--- config.mk ---
export PLATFORM = sky130hd
export DESIGN_NAME = checkerboard_sublattice_address_gen
export DESIGN_NICKNAME = d
export VERILOG_FILES = /design/src/sv/csag_pkg.sv /design/src/sv/csag_front.sv /design/src/sv/csag_queue.sv /design/src/sv/csag_back.sv /design/src/sv/checkerboard_sublattice_address_gen.sv
export SDC_FILE = /design/constraint.sdc
export NUM_CORES = 2
export LEC_CHECK = 0
export BUFFER_PORTS_ARGS = -buffer_cell sky130_fd_sc_hd__buf_2
export CAP_MARGIN = 20
export CORE_MARGIN = 1.5
export CORE_UTILIZATION = 25
export CTS_BUF_LIST = sky130_fd_sc_hd__clkbuf_8
export CTS_CLUSTER_DIAMETER = 30
export DETAILED_ROUTE_END_ITERATION = 6
export PLACE_DENSITY = 0.44
export SYNTH_ARGS = -nofsm -noshare
export SYNTH_HDL_FRONTEND = slang
export SYNTH_SLANG_ARGS = --single-unit
--- constraint.sdc ---
create_clock -name clock -period 7.1 [get_ports clock]
set_clock_uncertainty 0.15 [all_clocks]
set_input_delay 0.71 -clock clock [delete_from_list [all_inputs] [get_ports clock]]
set_output_delay 0.71 -clock clock [all_outputs]
set_load 0.03 [all_outputs]
--- src/sv/csag_pkg.sv ---
// shared types, constants and helpers of the checkerboard address generator
package csag_pkg;

   localparam int MAX_EXTENT  = 32;
   localparam int BLOCK_WORDS = 12;

   localparam int EXT_W      = 6;
   localparam int EXT_SUM_W  = EXT_W + 1;
   localparam int COORD_W    = 5;
   localparam int ADDR_W     = 23;
   localparam int LAST_W     = 4;
   localparam int HALF_W     = $clog2(MAX_EXTENT / 2 + 2);
   localparam int CSR_DATA_W = EXT_W;
   localparam int CSR_INDEX_W = 3;

   // product widths of the three multiply stages
   localparam int MUL1_W = 11;
   localparam int MUL2_W = 16;
   localparam int MUL3_W = 21;

   localparam int QUEUE_DEPTH = 4;
   localparam int QUEUE_PTR_W = $clog2(QUEUE_DEPTH);
   localparam int QUEUE_CNT_W = $clog2(QUEUE_DEPTH + 1);

   localparam logic [EXT_W-1:0] EXTENT_RESET = EXT_W'(8);
   localparam logic [EXT_W-1:0] EXTENT_MIN   = EXT_W'(1);
   localparam logic [EXT_W-1:0] EXTENT_MAX   = EXT_W'(MAX_EXTENT);

   typedef enum logic [CSR_INDEX_W-1:0] {
      CSR_EXTENT_X   = 3'd0,
      CSR_EXTENT_Y   = 3'd1,
      CSR_EXTENT_Z   = 3'd2,
      CSR_EXTENT_T   = 3'd3,
      CSR_SUB_PARITY = 3'd4
   } csr_index_type;

   typedef struct packed {
      logic [EXT_W-1:0] extent_x;
      logic [EXT_W-1:0] extent_y;
      logic [EXT_W-1:0] extent_z;
      logic [EXT_W-1:0] extent_t;
      logic             sublattice_parity;
   } cfg_type;

   typedef struct packed {
      logic               checkerboard;
      logic               boundary_pad;
      logic               shift_flag;
      logic [COORD_W-1:0] coord_y;
      logic [COORD_W-1:0] coord_z;
      logic [COORD_W-1:0] coord_t;
   } req_type;

   typedef struct packed {
      logic [ADDR_W-1:0] addr_x_dir;
      logic [ADDR_W-1:0] addr_y_dir;
      logic [ADDR_W-1:0] addr_z_dir;
      logic [ADDR_W-1:0] addr_t_dir;
      logic [LAST_W-1:0] last_x_index;
      logic              coord_error;
   } rsp_type;

   // classified line request handed from front to back
   typedef struct packed {
      logic [COORD_W-1:0] coord_y;
      logic [COORD_W-1:0] coord_z;
      logic [COORD_W-1:0] coord_t;
      logic               disp;      // padding plus shift, always 0 or 1
      logic               x_pad_off; // padding plus shifted x start
      logic               x_off;     // unshifted x start
      logic [LAST_W-1:0]  last_x;
      logic               err;
   } work_type;

   // half extent along x, rounded up
   function automatic logic [HALF_W-1:0] half_extent(input logic [EXT_W-1:0] ext);
      logic [EXT_SUM_W-1:0] sum;
      sum = EXT_SUM_W'(ext) + EXT_SUM_W'(1);
      return HALF_W'(sum >> 1);
   endfunction

endpackage

--- src/sv/csag_front.sv ---
// front end: parity exchange, shift rule and line bounds of one request
module csag_front (
   input  csag_pkg::cfg_type  cfg,
   input  csag_pkg::req_type  req,
   output csag_pkg::work_type work
);
   import csag_pkg::*;

   logic              odd_x;
   logic              ceil_mode;
   logic              eff_cb;
   logic              start_odd;
   logic              ix;
   logic [HALF_W-1:0] half;
   logic [HALF_W-1:0] last_full;

   always_comb begin
      odd_x     = cfg.extent_x[0];
      half      = half_extent(cfg.extent_x);
      ceil_mode = odd_x & ~req.boundary_pad;
      eff_cb    = cfg.sublattice_parity ^ req.checkerboard;
      // a shift of plus or minus one flips the start parity
      start_odd = req.shift_flag ^ req.coord_y[0] ^ req.coord_z[0] ^ req.coord_t[0];
      ix        = eff_cb ^ start_odd;
      last_full = half - HALF_W'(1) - HALF_W'(ix & odd_x);

      work.coord_y   = req.coord_y;
      work.coord_z   = req.coord_z;
      work.coord_t   = req.coord_t;
      work.disp      = req.boundary_pad ^ req.shift_flag;
      work.x_pad_off = ceil_mode ? (ix | req.shift_flag)
                                 : (req.shift_flag ? ix : req.boundary_pad);
      work.x_off     = ceil_mode & ix;
      work.last_x    = last_full[LAST_W-1:0];
      work.err       = ({1'b0, req.coord_y} >= cfg.extent_y) ||
                       ({1'b0, req.coord_z} >= cfg.extent_z) ||
                       ({1'b0, req.coord_t} >= cfg.extent_t);
   end

endmodule

--- src/sv/csag_queue.sv ---
// small fifo between the front end and the address pipeline
module csag_queue (
   input  logic               clock,
   input  logic               reset,
   input  logic               push_valid,
   output logic               push_ready,
   input  csag_pkg::work_type push_work,
   output logic               pop_valid,
   input  logic               pop_ready,
   output csag_pkg::work_type pop_work
);
   import csag_pkg::*;

   work_type                entry_ff [QUEUE_DEPTH];
   logic [QUEUE_PTR_W-1:0]  wr_ptr_ff, wr_ptr_in;
   logic [QUEUE_PTR_W-1:0]  rd_ptr_ff, rd_ptr_in;
   logic [QUEUE_CNT_W-1:0]  count_ff, count_in;
   logic                    push;
   logic                    pop;

   always_comb begin
      push_ready = (count_ff != QUEUE_CNT_W'(QUEUE_DEPTH));
      pop_valid  = (count_ff != '0);
      pop_work   = entry_ff[rd_ptr_ff];
      push       = push_valid & push_ready;
      pop        = pop_valid & pop_ready;
      wr_ptr_in  = push ? wr_ptr_ff + QUEUE_PTR_W'(1) : wr_ptr_ff;
      rd_ptr_in  = pop ? rd_ptr_ff + QUEUE_PTR_W'(1) : rd_ptr_ff;
      count_in   = count_ff + QUEUE_CNT_W'(push) - QUEUE_CNT_W'(pop);
   end

   always_ff @(posedge clock) begin
      if (reset) begin
         wr_ptr_ff <= '0;
         rd_ptr_ff <= '0;
         count_ff  <= '0;
      end else begin
         wr_ptr_ff <= wr_ptr_in;
         rd_ptr_ff <= rd_ptr_in;
         count_ff  <= count_in;
      end
   end

   always_ff @(posedge clock) begin
      if (push) begin
         entry_ff[wr_ptr_ff] <= push_work;
      end
   end

endmodule

--- src/sv/csag_back.sv ---
// back end: four stage address pipeline, one multiply level per stage
module csag_back (
   input  logic               clock,
   input  logic               reset,
   input  csag_pkg::cfg_type  cfg,
   input  logic               in_valid,
   output logic               in_ready,
   input  csag_pkg::work_type in_work,
   output logic               out_valid,
   input  logic               out_ready,
   output csag_pkg::rsp_type  out_rsp
);
   import csag_pkg::*;

   typedef struct packed {
      logic [MUL1_W-1:0]  m_zt;    // ez * t
      logic [MUL1_W-1:0]  m_zt1;   // (ez + 1) * t
      logic [MUL1_W-1:0]  m_ztd;   // ez * (t + disp)
      logic [COORD_W-1:0] coord_y;
      logic [COORD_W-1:0] coord_z;
      logic               disp;
      logic               x_pad_off;
      logic               x_off;
      logic [LAST_W-1:0]  last_x;
      logic               err;
   } st1_type;

   typedef struct packed {
      logic [MUL2_W-1:0]  u0;
      logic [MUL2_W-1:0]  u1;
      logic [MUL2_W-1:0]  u2;
      logic [MUL2_W-1:0]  u3;
      logic [COORD_W-1:0] coord_y;
      logic               disp;
      logic               x_pad_off;
      logic               x_off;
      logic [LAST_W-1:0]  last_x;
      logic               err;
   } st2_type;

   typedef struct packed {
      logic [MUL3_W-1:0] v0;
      logic [MUL3_W-1:0] v1;
      logic [MUL3_W-1:0] v2;
      logic [MUL3_W-1:0] v3;
      logic              x_pad_off;
      logic              x_off;
      logic [LAST_W-1:0] last_x;
      logic              err;
   } st3_type;

   st1_type           st1_ff, st1_in;
   st2_type           st2_ff, st2_in;
   st3_type           st3_ff, st3_in;
   rsp_type           out_ff, out_in;
   logic              st1_valid_ff, st1_valid_in;
   logic              st2_valid_ff, st2_valid_in;
   logic              st3_valid_ff, st3_valid_in;
   logic              out_valid_ff, out_valid_in;
   logic              st1_adv, st2_adv, st3_adv, out_adv;
   logic [HALF_W-1:0] half;
   logic [MUL1_W-1:0] zt_sum;
   logic [MUL1_W-1:0] ztd_sum;
   logic [MUL1_W-1:0] zt1_sum;

   // a stage moves when it is empty or its successor moves
   always_comb begin
      out_adv  = ~out_valid_ff | out_ready;
      st3_adv  = ~st3_valid_ff | out_adv;
      st2_adv  = ~st2_valid_ff | st3_adv;
      st1_adv  = ~st1_valid_ff | st2_adv;
      in_ready = st1_adv;

      st1_valid_in = st1_adv ? in_valid     : st1_valid_ff;
      st2_valid_in = st2_adv ? st1_valid_ff : st2_valid_ff;
      st3_valid_in = st3_adv ? st2_valid_ff : st3_valid_ff;
      out_valid_in = out_adv ? st3_valid_ff : out_valid_ff;

      out_valid = out_valid_ff;
      out_rsp   = out_ff;
   end

   // stage 1: products along t
   always_comb begin
      st1_in.m_zt      = MUL1_W'(cfg.extent_z) * MUL1_W'(in_work.coord_t);
      st1_in.m_zt1     = (MUL1_W'(cfg.extent_z) + MUL1_W'(1)) * MUL1_W'(in_work.coord_t);
      st1_in.m_ztd     = MUL1_W'(cfg.extent_z) *
                         (MUL1_W'(in_work.coord_t) + MUL1_W'(in_work.disp));
      st1_in.coord_y   = in_work.coord_y;
      st1_in.coord_z   = in_work.coord_z;
      st1_in.disp      = in_work.disp;
      st1_in.x_pad_off = in_work.x_pad_off;
      st1_in.x_off     = in_work.x_off;
      st1_in.last_x    = in_work.last_x;
      st1_in.err       = in_work.err;
   end

   // stage 2: products along z
   always_comb begin
      zt_sum  = MUL1_W'(st1_ff.coord_z) + st1_ff.m_zt;
      zt1_sum = MUL1_W'(st1_ff.coord_z) + MUL1_W'(st1_ff.disp) + st1_ff.m_zt1;
      ztd_sum = MUL1_W'(st1_ff.coord_z) + st1_ff.m_ztd;

      st2_in.u0        = MUL2_W'(cfg.extent_y) * MUL2_W'(zt_sum);
      st2_in.u1        = (MUL2_W'(cfg.extent_y) + MUL2_W'(1)) * MUL2_W'(zt_sum);
      st2_in.u2        = MUL2_W'(cfg.extent_y) * MUL2_W'(zt1_sum);
      st2_in.u3        = MUL2_W'(cfg.extent_y) * MUL2_W'(ztd_sum);
      st2_in.coord_y   = st1_ff.coord_y;
      st2_in.disp      = st1_ff.disp;
      st2_in.x_pad_off = st1_ff.x_pad_off;
      st2_in.x_off     = st1_ff.x_off;
      st2_in.last_x    = st1_ff.last_x;
      st2_in.err       = st1_ff.err;
   end

   // stage 3: products along y, scaled by the half extent
   always_comb begin
      half = half_extent(cfg.extent_x);

      st3_in.v0 = (MUL3_W'(half) + MUL3_W'(1)) *
                  MUL3_W'(MUL2_W'(st2_ff.coord_y) + st2_ff.u0);
      st3_in.v1 = MUL3_W'(half) *
                  MUL3_W'(MUL2_W'(st2_ff.coord_y) + MUL2_W'(st2_ff.disp) + st2_ff.u1);
      st3_in.v2 = MUL3_W'(half) * MUL3_W'(MUL2_W'(st2_ff.coord_y) + st2_ff.u2);
      st3_in.v3 = MUL3_W'(half) * MUL3_W'(MUL2_W'(st2_ff.coord_y) + st2_ff.u3);
      st3_in.x_pad_off = st2_ff.x_pad_off;
      st3_in.x_off     = st2_ff.x_off;
      st3_in.last_x    = st2_ff.last_x;
      st3_in.err       = st2_ff.err;
   end

   // stage 4: x offset and block scaling, wraps to the address width
   always_comb begin
      out_in.addr_x_dir   = (ADDR_W'(st3_ff.v0) + ADDR_W'(st3_ff.x_pad_off)) *
                            ADDR_W'(BLOCK_WORDS);
      out_in.addr_y_dir   = (ADDR_W'(st3_ff.v1) + ADDR_W'(st3_ff.x_off)) *
                            ADDR_W'(BLOCK_WORDS);
      out_in.addr_z_dir   = (ADDR_W'(st3_ff.v2) + ADDR_W'(st3_ff.x_off)) *
                            ADDR_W'(BLOCK_WORDS);
      out_in.addr_t_dir   = (ADDR_W'(st3_ff.v3) + ADDR_W'(st3_ff.x_off)) *
                            ADDR_W'(BLOCK_WORDS);
      out_in.last_x_index = st3_ff.last_x;
      out_in.coord_error  = st3_ff.err;
   end

   always_ff @(posedge clock) begin
      if (reset) begin
         st1_valid_ff <= 1'b0;
         st2_valid_ff <= 1'b0;
         st3_valid_ff <= 1'b0;
         out_valid_ff <= 1'b0;
      end else begin
         st1_valid_ff <= st1_valid_in;
         st2_valid_ff <= st2_valid_in;
         st3_valid_ff <= st3_valid_in;
         out_valid_ff <= out_valid_in;
      end
   end

   always_ff @(posedge clock) begin
      if (st1_adv) begin
         st1_ff <= st1_in;
      end
      if (st2_adv) begin
         st2_ff <= st2_in;
      end
      if (st3_adv) begin
         st3_ff <= st3_in;
      end
      if (out_adv) begin
         out_ff <= out_in;
      end
   end

endmodule

--- src/sv/checkerboard_sublattice_address_gen.sv ---
// top level of the checkerboard sublattice address generator
//
//  channel  direction  handshake              payload
//  req      in         req_valid / req_ready  req_payload (csag_pkg::req_type)
//  rsp      out        rsp_valid / rsp_ready  rsp_payload (csag_pkg::rsp_type)
//  csr      in         csr_write_en           csr_index, csr_wdata
//
//  one request per cycle sustained while rsp_ready stays high, one result per request,
//  results in order; a request transfer writes the queue, then the request passes the
//  3 multiply stages and the output register before rsp_valid rises
//  the queue holds 4 classified requests, so the front keeps taking requests
//  while the pipeline is stalled by rsp_ready, until the queue is full
//  reset (synchronous, active high) empties queue and pipeline and loads
//  extents of 8 and an even sublattice origin
module checkerboard_sublattice_address_gen (
   input  logic                                 clock,
   input  logic                                 reset,
   input  logic                                 req_valid,
   output logic                                 req_ready,
   input  csag_pkg::req_type                    req_payload,
   output logic                                 rsp_valid,
   input  logic                                 rsp_ready,
   output csag_pkg::rsp_type                    rsp_payload,
   input  logic                                 csr_write_en,
   input  logic [csag_pkg::CSR_INDEX_W-1:0]     csr_index,
   input  logic [csag_pkg::CSR_DATA_W-1:0]      csr_wdata
);
   import csag_pkg::*;

   cfg_type          cfg_ff, cfg_in;
   logic [EXT_W-1:0] ext_clamped;
   work_type         front_work;
   work_type         queue_work;
   logic             queue_valid;
   logic             back_ready;

   // extents are held to 1..MAX_EXTENT on write
   always_comb begin
      if (csr_wdata == '0) begin
         ext_clamped = EXTENT_MIN;
      end else if (csr_wdata > EXTENT_MAX) begin
         ext_clamped = EXTENT_MAX;
      end else begin
         ext_clamped = csr_wdata;
      end

      cfg_in = cfg_ff;
      if (csr_write_en) begin
         unique case (csr_index)
            CSR_EXTENT_X:   cfg_in.extent_x = ext_clamped;
            CSR_EXTENT_Y:   cfg_in.extent_y = ext_clamped;
            CSR_EXTENT_Z:   cfg_in.extent_z = ext_clamped;
            CSR_EXTENT_T:   cfg_in.extent_t = ext_clamped;
            CSR_SUB_PARITY: cfg_in.sublattice_parity = csr_wdata[0];
            default:        cfg_in = cfg_ff; // unused index, write dropped
         endcase
      end
   end

   always_ff @(posedge clock) begin
      if (reset) begin
         cfg_ff.extent_x          <= EXTENT_RESET;
         cfg_ff.extent_y          <= EXTENT_RESET;
         cfg_ff.extent_z          <= EXTENT_RESET;
         cfg_ff.extent_t          <= EXTENT_RESET;
         cfg_ff.sublattice_parity <= 1'b0;
      end else begin
         cfg_ff <= cfg_in;
      end
   end

   // classify the request as it arrives
   csag_front u_front (
      .cfg  (cfg_ff),
      .req  (req_payload),
      .work (front_work)
   );

   // decouples request intake from result stalls
   csag_queue u_queue (
      .clock      (clock),
      .reset      (reset),
      .push_valid (req_valid),
      .push_ready (req_ready),
      .push_work  (front_work),
      .pop_valid  (queue_valid),
      .pop_ready  (back_ready),
      .pop_work   (queue_work)
   );

   // address arithmetic and the result register
   csag_back u_back (
      .clock     (clock),
      .reset     (reset),
      .cfg       (cfg_ff),
      .in_valid  (queue_valid),
      .in_ready  (back_ready),
      .in_work   (queue_work),
      .out_valid (rsp_valid),
      .out_ready (rsp_ready),
      .out_rsp   (rsp_payload)
   );

endmodule

== Word-level counts from Yosys, hierarchy flattened ==
Memories as Yosys holds them, arrays and structs flattened. A register that Yosys moved wholly into a read port is not among the register bits.
Cells that the tools add are included.

* RAM bits: 92
* Latch bits: 0
* Memories: 1
* Logic and storage cells: 134
* Bits in read-only memories: 0
* Output and inout bits: 99
* Register bits after elaboration: 344

* Reduce and logical (&&, ||, !) cells: 10
* Div/mod/pow operators: 0
* Equality and inequality tests: 5
* $lt $le $gt $ge: 4
* Shift operators: 0
* Multiplexer cells: 8
* Bitwise gates (word level): 21
* $add $sub $neg: 24
* $mul: 15

{| class="wikitable"
|+ Memory list
! memory !! depth !! width !! read ports !! clocked after Yosys merged registers in !! wr ports !! line !! text
|-
| u_queue.entry_ff || 4 || 23 || 1 || 1 || 1 || csag_queue.sv:14 || <nowiki>work_type entry_ff [QUEUE_DEPTH];</nowiki>
|}

{| class="wikitable"
|+ Operators by type and width
! operator !! number
|-
| $mul 23x2->21 const B || 4
|-
| $add 21x1->22 || 4
|-
| $add 5x16->17 || 3
|-
| $mul 6x11->16 || 3
|-
| $mul 5x17->21 || 2
|-
| $add 5x11->11 || 2
|-
| $add 21x16->21 || 1
|-
| $mul 21x21->21 || 1
|-
| $mul 5x21->21 || 1
|-
| $add 5x1->6 || 3
|-
| $ge 5x6->1 || 3
|-
| $mul 16x11->16 || 1
|-
| $add 6x1->7 const B || 2
|-
| $mux 6 || 2
|-
| $add 11x11->11 || 1
|-
| $mul 11x5->11 || 1
|-
| $mul 6x11->11 || 1
|-
| $mul 6x5->11 || 1
|-
| $reduce_and 2->1 || 5
|-
| $add 5x1->6 const B || 1
|-
| $add 6x1->6 const B || 1
|-
| $eq 3x2->1 const B || 2
|-
| $gt 6x6->1 const B || 1
|-
| $logic_not 6->1 || 1
|-
| other kinds (17) || 40
|}

== Logic depth before layout (Yosys ltp) ==
* Depth after elaboration: 8
* Depth in mapped cells: 25
* Mapped depth without buffers: 25

== Hierarchy ==
Synthesis repeated with hierarchy kept, for this count alone.

* Cell total of the unflattened synthesis: 4327
* Area total of the unflattened synthesis: 43155.1 µm²

{| class="wikitable"
|+ Modules (own cells, without submodules)
! module !! area each (µm²) !! instances !! cells an instance !! seq. area each (µm²)
|-
| csag_back || 37673.6 || 1 || 3968 || 9328.9
|-
| csag_queue || 3822.4 || 1 || 169 || 2942.8
|-
| checkerboard_sublattice_address_gen || 977.2 || 1 || 98 || 500.5
|-
| csag_front || 681.9 || 1 || 92 || 0.0
|}

== Worst setup path after synthesis ==
OpenSTA, ideal clock, no wires.

* Path type: register -> register
* Start point: reg cfg_ff[19] (netlist bit)
* End point: reg u_back.st3_ff[90] (netlist bit), data pin
* Library setup time: 261 ps
* Required time: 6689 ps
* Data arrival time: 5742 ps
* Setup slack: 947 ps
* Stages on the path, launching flop included: 22
* Cell sequence: dfxtp_1 ha_1 xnor2_1 inv_1 clkbuf_1 ha_1 xnor2_1 clkbuf_1 nand2_1 fa_1 fa_1 inv_1 fa_1 ha_1 or3_4 o221a_2 o31a_1 o41ai_2 o21ai_1 o41ai_2 o21ai_0 xnor2_1

{| class="wikitable"
|+ RTL lines
! item !! line !! text
|-
| start: declaration || checkerboard_sublattice_address_gen.sv:30 || <nowiki>cfg_type cfg_ff, cfg_in;</nowiki>
|-
| start signal: assignment || checkerboard_sublattice_address_gen.sv:68 || <nowiki>cfg_ff <= cfg_in;</nowiki>
|-
| end signal: assignment || csag_back.sv:168 || <nowiki>st3_ff <= st3_in;</nowiki>
|-
| end: declaration || csag_back.sv:54 || <nowiki>st3_type st3_ff, st3_in;</nowiki>
|}

==> flow_metrics.tcl <==
set metrics [dict create \
    maxCapViolations 0 \
    worstMarginPinSlew_ns 0.904 \
    clock_sinks 438 \
    slew_headroom_pct 39.6 \
    placed_area_um2 46300 \
    final_antenna_net_count 0 \
    nets 5333 \
    dp_hpwl_mm 77.4 \
    crit_path_start_kind "register" \
    die_height_um 417 \
    cp.depth 23 \
    postSynthCellCount 4266 \
    worst-path-buf-inv 2 \
    ctsLongestPathBuffers 3 \
    cp.arrival_ns 6.92 \
    drc 0 \
    topRoutingLayerUsed "met4" \
    ys_ff_latch 438 \
    first_global_vias 30634 \
    rr_worst_depth 23 \
    synth_enable_flop_cells 400 \
    p_leak_uw 0.0223 \
    port_buffers 122 \
    path_clk_slew_ns 0.06 \
    die_w_um 417 \
    firstDrtPassIters 7 \
    gp_congestion 0.780 \
    num_vias 29313 \
    cts_tree "built" \
    syn_area_um2 42800 \
    path_class "register to register" \
    via_per_inst 4.32 \
    wire_per_inst_um 14.4 \
    drive_gt1_share_pct 9.03 \
    r2r_slack_ns 0.52 \
    grt_max_degree 64 \
    status "completed" \
    synth_ff_type "edfxtp_1" \
    cts.root.buffer_cell "clkbuf_8" \
    fin_setup_tns_ns 0 \
    hp-start "csr_wdata[5]" \
    num_rows 151 \
    numCtsBuffers 108 \
    synth.area.top_cells "edfxtp_1 28%, fa_1 19%, ha_1 12%" \
    cp_common_cell "fa_1" \
    die-area_um2 174000 \
    io_pins 131 \
    power_density_nw_per_um2 411 \
    ir_drop_v 0.000225 \
    grt_pass1_wl_mm 163 \
    post-route-util_pct 28.8 \
    reg2reg_from "u_back.st2_ff[9]" \
    htree_levels 3 \
    hold_viol_final 0 \
    grt_use_total_pct 11.5 \
    clk_latency_ns 0.86 \
    synth_area_per_cell_um2 10.0 \
    worst_ep_required_time_ns 7.44 \
    hold_depth 3 \
    drt-initial-drc-count 1273 \
    synth_cell_type_count 92 \
    period_needed_ns 6.58 \
    synthDominantCellAreaShare_pct 28.1 \
    drt-met1-wl_mm 47.6 \
    finalCritPeriodShare_pct 92.7 \
    setup_viol 0 \
    wl_met3_mm 2.81 \
    critPathMaxStageDelay_ns 0.54 \
    worstPathMaxFanout 6 \
    max_freq_ghz 0.152 \
    ys_seq_area_share_pct 29.9 \
    cp_top_family "adder cells" \
    area_growth_pct 14.3 \
    rsz0062_at_grt "no" \
    cp_slowest_cell "fa_1" \
    grt_overflow 0 \
    ys_warn_count 0 \
    wl_met2_mm 45.2 \
    initial_core_util_pct 25.2 \
    async_flop_share_pct 0 \
    cp-end-kind "register" \
    r2r-end "u_back.st3_ff[90]" \
    synth_largest_area_cell "edfxtp_1" \
    cp_cell_sequence "inv_1 -> fa_1 -> nor2b_1 -> o21ai_0 -> a21boi_1 -> nor2_1 -> nor2_1 -> nand2_1 -> xnor2_2 -> nand2_1 -> fa_1 -> fa_1 -> inv_1 -> fa_1 -> ha_1 -> or3_4 -> o221a_2 -> o31a_1 -> o41ai_2 -> o21ai_1 -> o41ai_2 -> o21ai_0 -> xnor2_1" \
    holdCritPathClass "input pin to register" \
    fin_area_um2 48900 \
    core_area_um2 170000 \
    post-cts-setup-buffers 0 \
    drt-total-wl_mm 97.9 \
    final_max_slew_viol_count 0 \
    min_to "cfg_ff[6]" \
    antenna_found_initial 3 \
    design_power_total_uw 20100 \
]
==> final cells by class <==
type                            count  area [µm²]
Fill cell                       17920      121000
Multi-Input combinational cell   3205       27700
Sequential cell                   438       12800
Tap cell                         2218        2780
Inverter                          528        1980
Clock buffer                      111        1530
Timing Repair Buffer              197        1220
Clock inverter                     93         881
Antenna cell                        3        7.51
==> synthesized netlist by cell type (all sizes together), types with 4 or more instances <==
| cell type | instances |
|---|---|
| inv | 526 |
| nand2 | 508 |
| ha | 426 |
| edfxtp | 400 |
| fa | 397 |
| nor2 | 349 |
| xnor2 | 308 |
| and2 | 169 |
| a21oi | 145 |
| xor2 | 114 |
| clkbuf | 89 |
| nand3 | 86 |
| o21ai | 81 |
| nor3 | 64 |
| nand2b | 59 |
| a21o | 54 |
| nor2b | 53 |
| and3 | 52 |
| dfxtp | 38 |
| nand4 | 34 |
| o21bai | 30 |
| o21a | 28 |
| a211oi | 23 |
| mux4 | 23 |
| mux2i | 18 |
| or3 | 17 |
| a31oi | 14 |
| buf | 13 |
| or2 | 12 |
| o41ai | 10 |
| and4 | 8 |
| nor4 | 8 |
| a211o | 7 |
| a31o | 7 |
| nor3b | 7 |
| a21boi | 6 |
| o211ai | 6 |
| nand4b | 5 |
| o22ai | 5 |
| o31ai | 5 |
| a2111oi | 4 |
| a41o | 4 |
| o2111ai | 4 |
==> worst register-to-register path, delay by kind of cell (launching register included) <==
kind / cells / cell delay [ns]
xor gates and xnor gates: 2 / 0.41
and+or+nand+nor: 6 / 1.01
buffers and inverters: 2 / 0.23
adders and majority gates: 5 / 2.23
DFF: 1 / 0.47
AOI/OAI and AO/OA: 8 / 1.79
==> how the worst max path moves through the flow <==
stage                     slack (ns)        startpoint                 to
after floorplan                 0.95        cfg_ff[19]  u_back.st3_ff[90]
after global placement          0.41  u_back.st2_ff[9]  u_back.st3_ff[90]
after detailed placement        0.25  u_back.st2_ff[9]  u_back.st3_ff[90]
after CTS                       0.18  u_back.st2_ff[8]  u_back.st3_ff[90]
after global routing            0.05  u_back.st2_ff[8]  u_back.st3_ff[90]
final                           0.52  u_back.st2_ff[9]  u_back.st3_ff[90]
==> metal layers <==
metal,vias up,track usage (%)
met5,-,0
met4,0,3.61
met3,122,1.58
met2,361,19.2
met1,14172,15.3
li1,14658,-
==> cell families after synthesis <==
family / count (synthesis) / synth area share, %
multiplexers: 42 / 1.66
AND/OR/NAND/NOR: 1443 / 15.9
adder cells (fa/ha/maj): 823 / 31.0
buffers and inverters: 630 / 5.61
XOR/XNOR: 423 / 8.76
AO/OA/AOI/OAI: 466 / 7.20
other: 1 / 0.00877
flip-flops: 438 / 29.9
==> flip-flops by register name, summed over array words and instances, names as in the netlist, named ones only <==
signal / cells
u_back.st1_ff: 51
cfg_ff: 25
u_queue.entry_ff: 92
u_queue.rd_ptr_ff: 2
u_back.out_in: 5
u_back.out_rsp: 89
u_back.st3_ff: 86
u_back.st2_ff: 77
u_back.st1_valid_ff: 1
u_back.out_valid: 1
u_back.st3_valid_ff: 1
u_back.st2_valid_ff: 1
u_queue.count_ff: 3
u_queue.wr_ptr_ff: 2
==> power by group <==
part           total (µW)  switching, µW  leakage [µW]  internal, µW
registers            4740            542       0.00457          4190
logic               12100           7160        0.0164          4930
clock network        3260           1360       0.00128          1910
total               20100           9060        0.0223         11000
==> placed cells by master, fill, tap and decap left out, drive strengths merged, types with 54 or more instances in the layout <==
cell type and n:
nand3 86, nand2b 59, nand2 508, a21oi 145, nor2 349, o21ai 81, a21o 54, ha 426
xnor2 308, edfxtp 400, clkbuf 111, fa 397, nor3 64, xor2 114, and2 169, buf 178
inv 556
==> per-stage QoR <==
step | hold slack, ns | setup slack [ns] | cells
2_1_floorplan | 0.250 | 0.947 | 4273
3_3_place_gp | 0.254 | 0.406 | 6566
3_5_place_dp | 0.255 | 0.247 | 6566
4_1_cts | 0.00276 | 0.175 | 6789
5_1_grt | 0.0778 | 0.0478 | 6792
6_report | 0.126 | 0.516 | 6793
==> repair_timing <==
item | 4_1_cts | 5_1_grt
resized for setup | 0 | 3
hold buffers | 19 | 0
hold endpoints to repair | 70 | 0
endpoints found under the setup margin | 0 | 2
No activity file was read; power rests on OpenSTA's default activity.
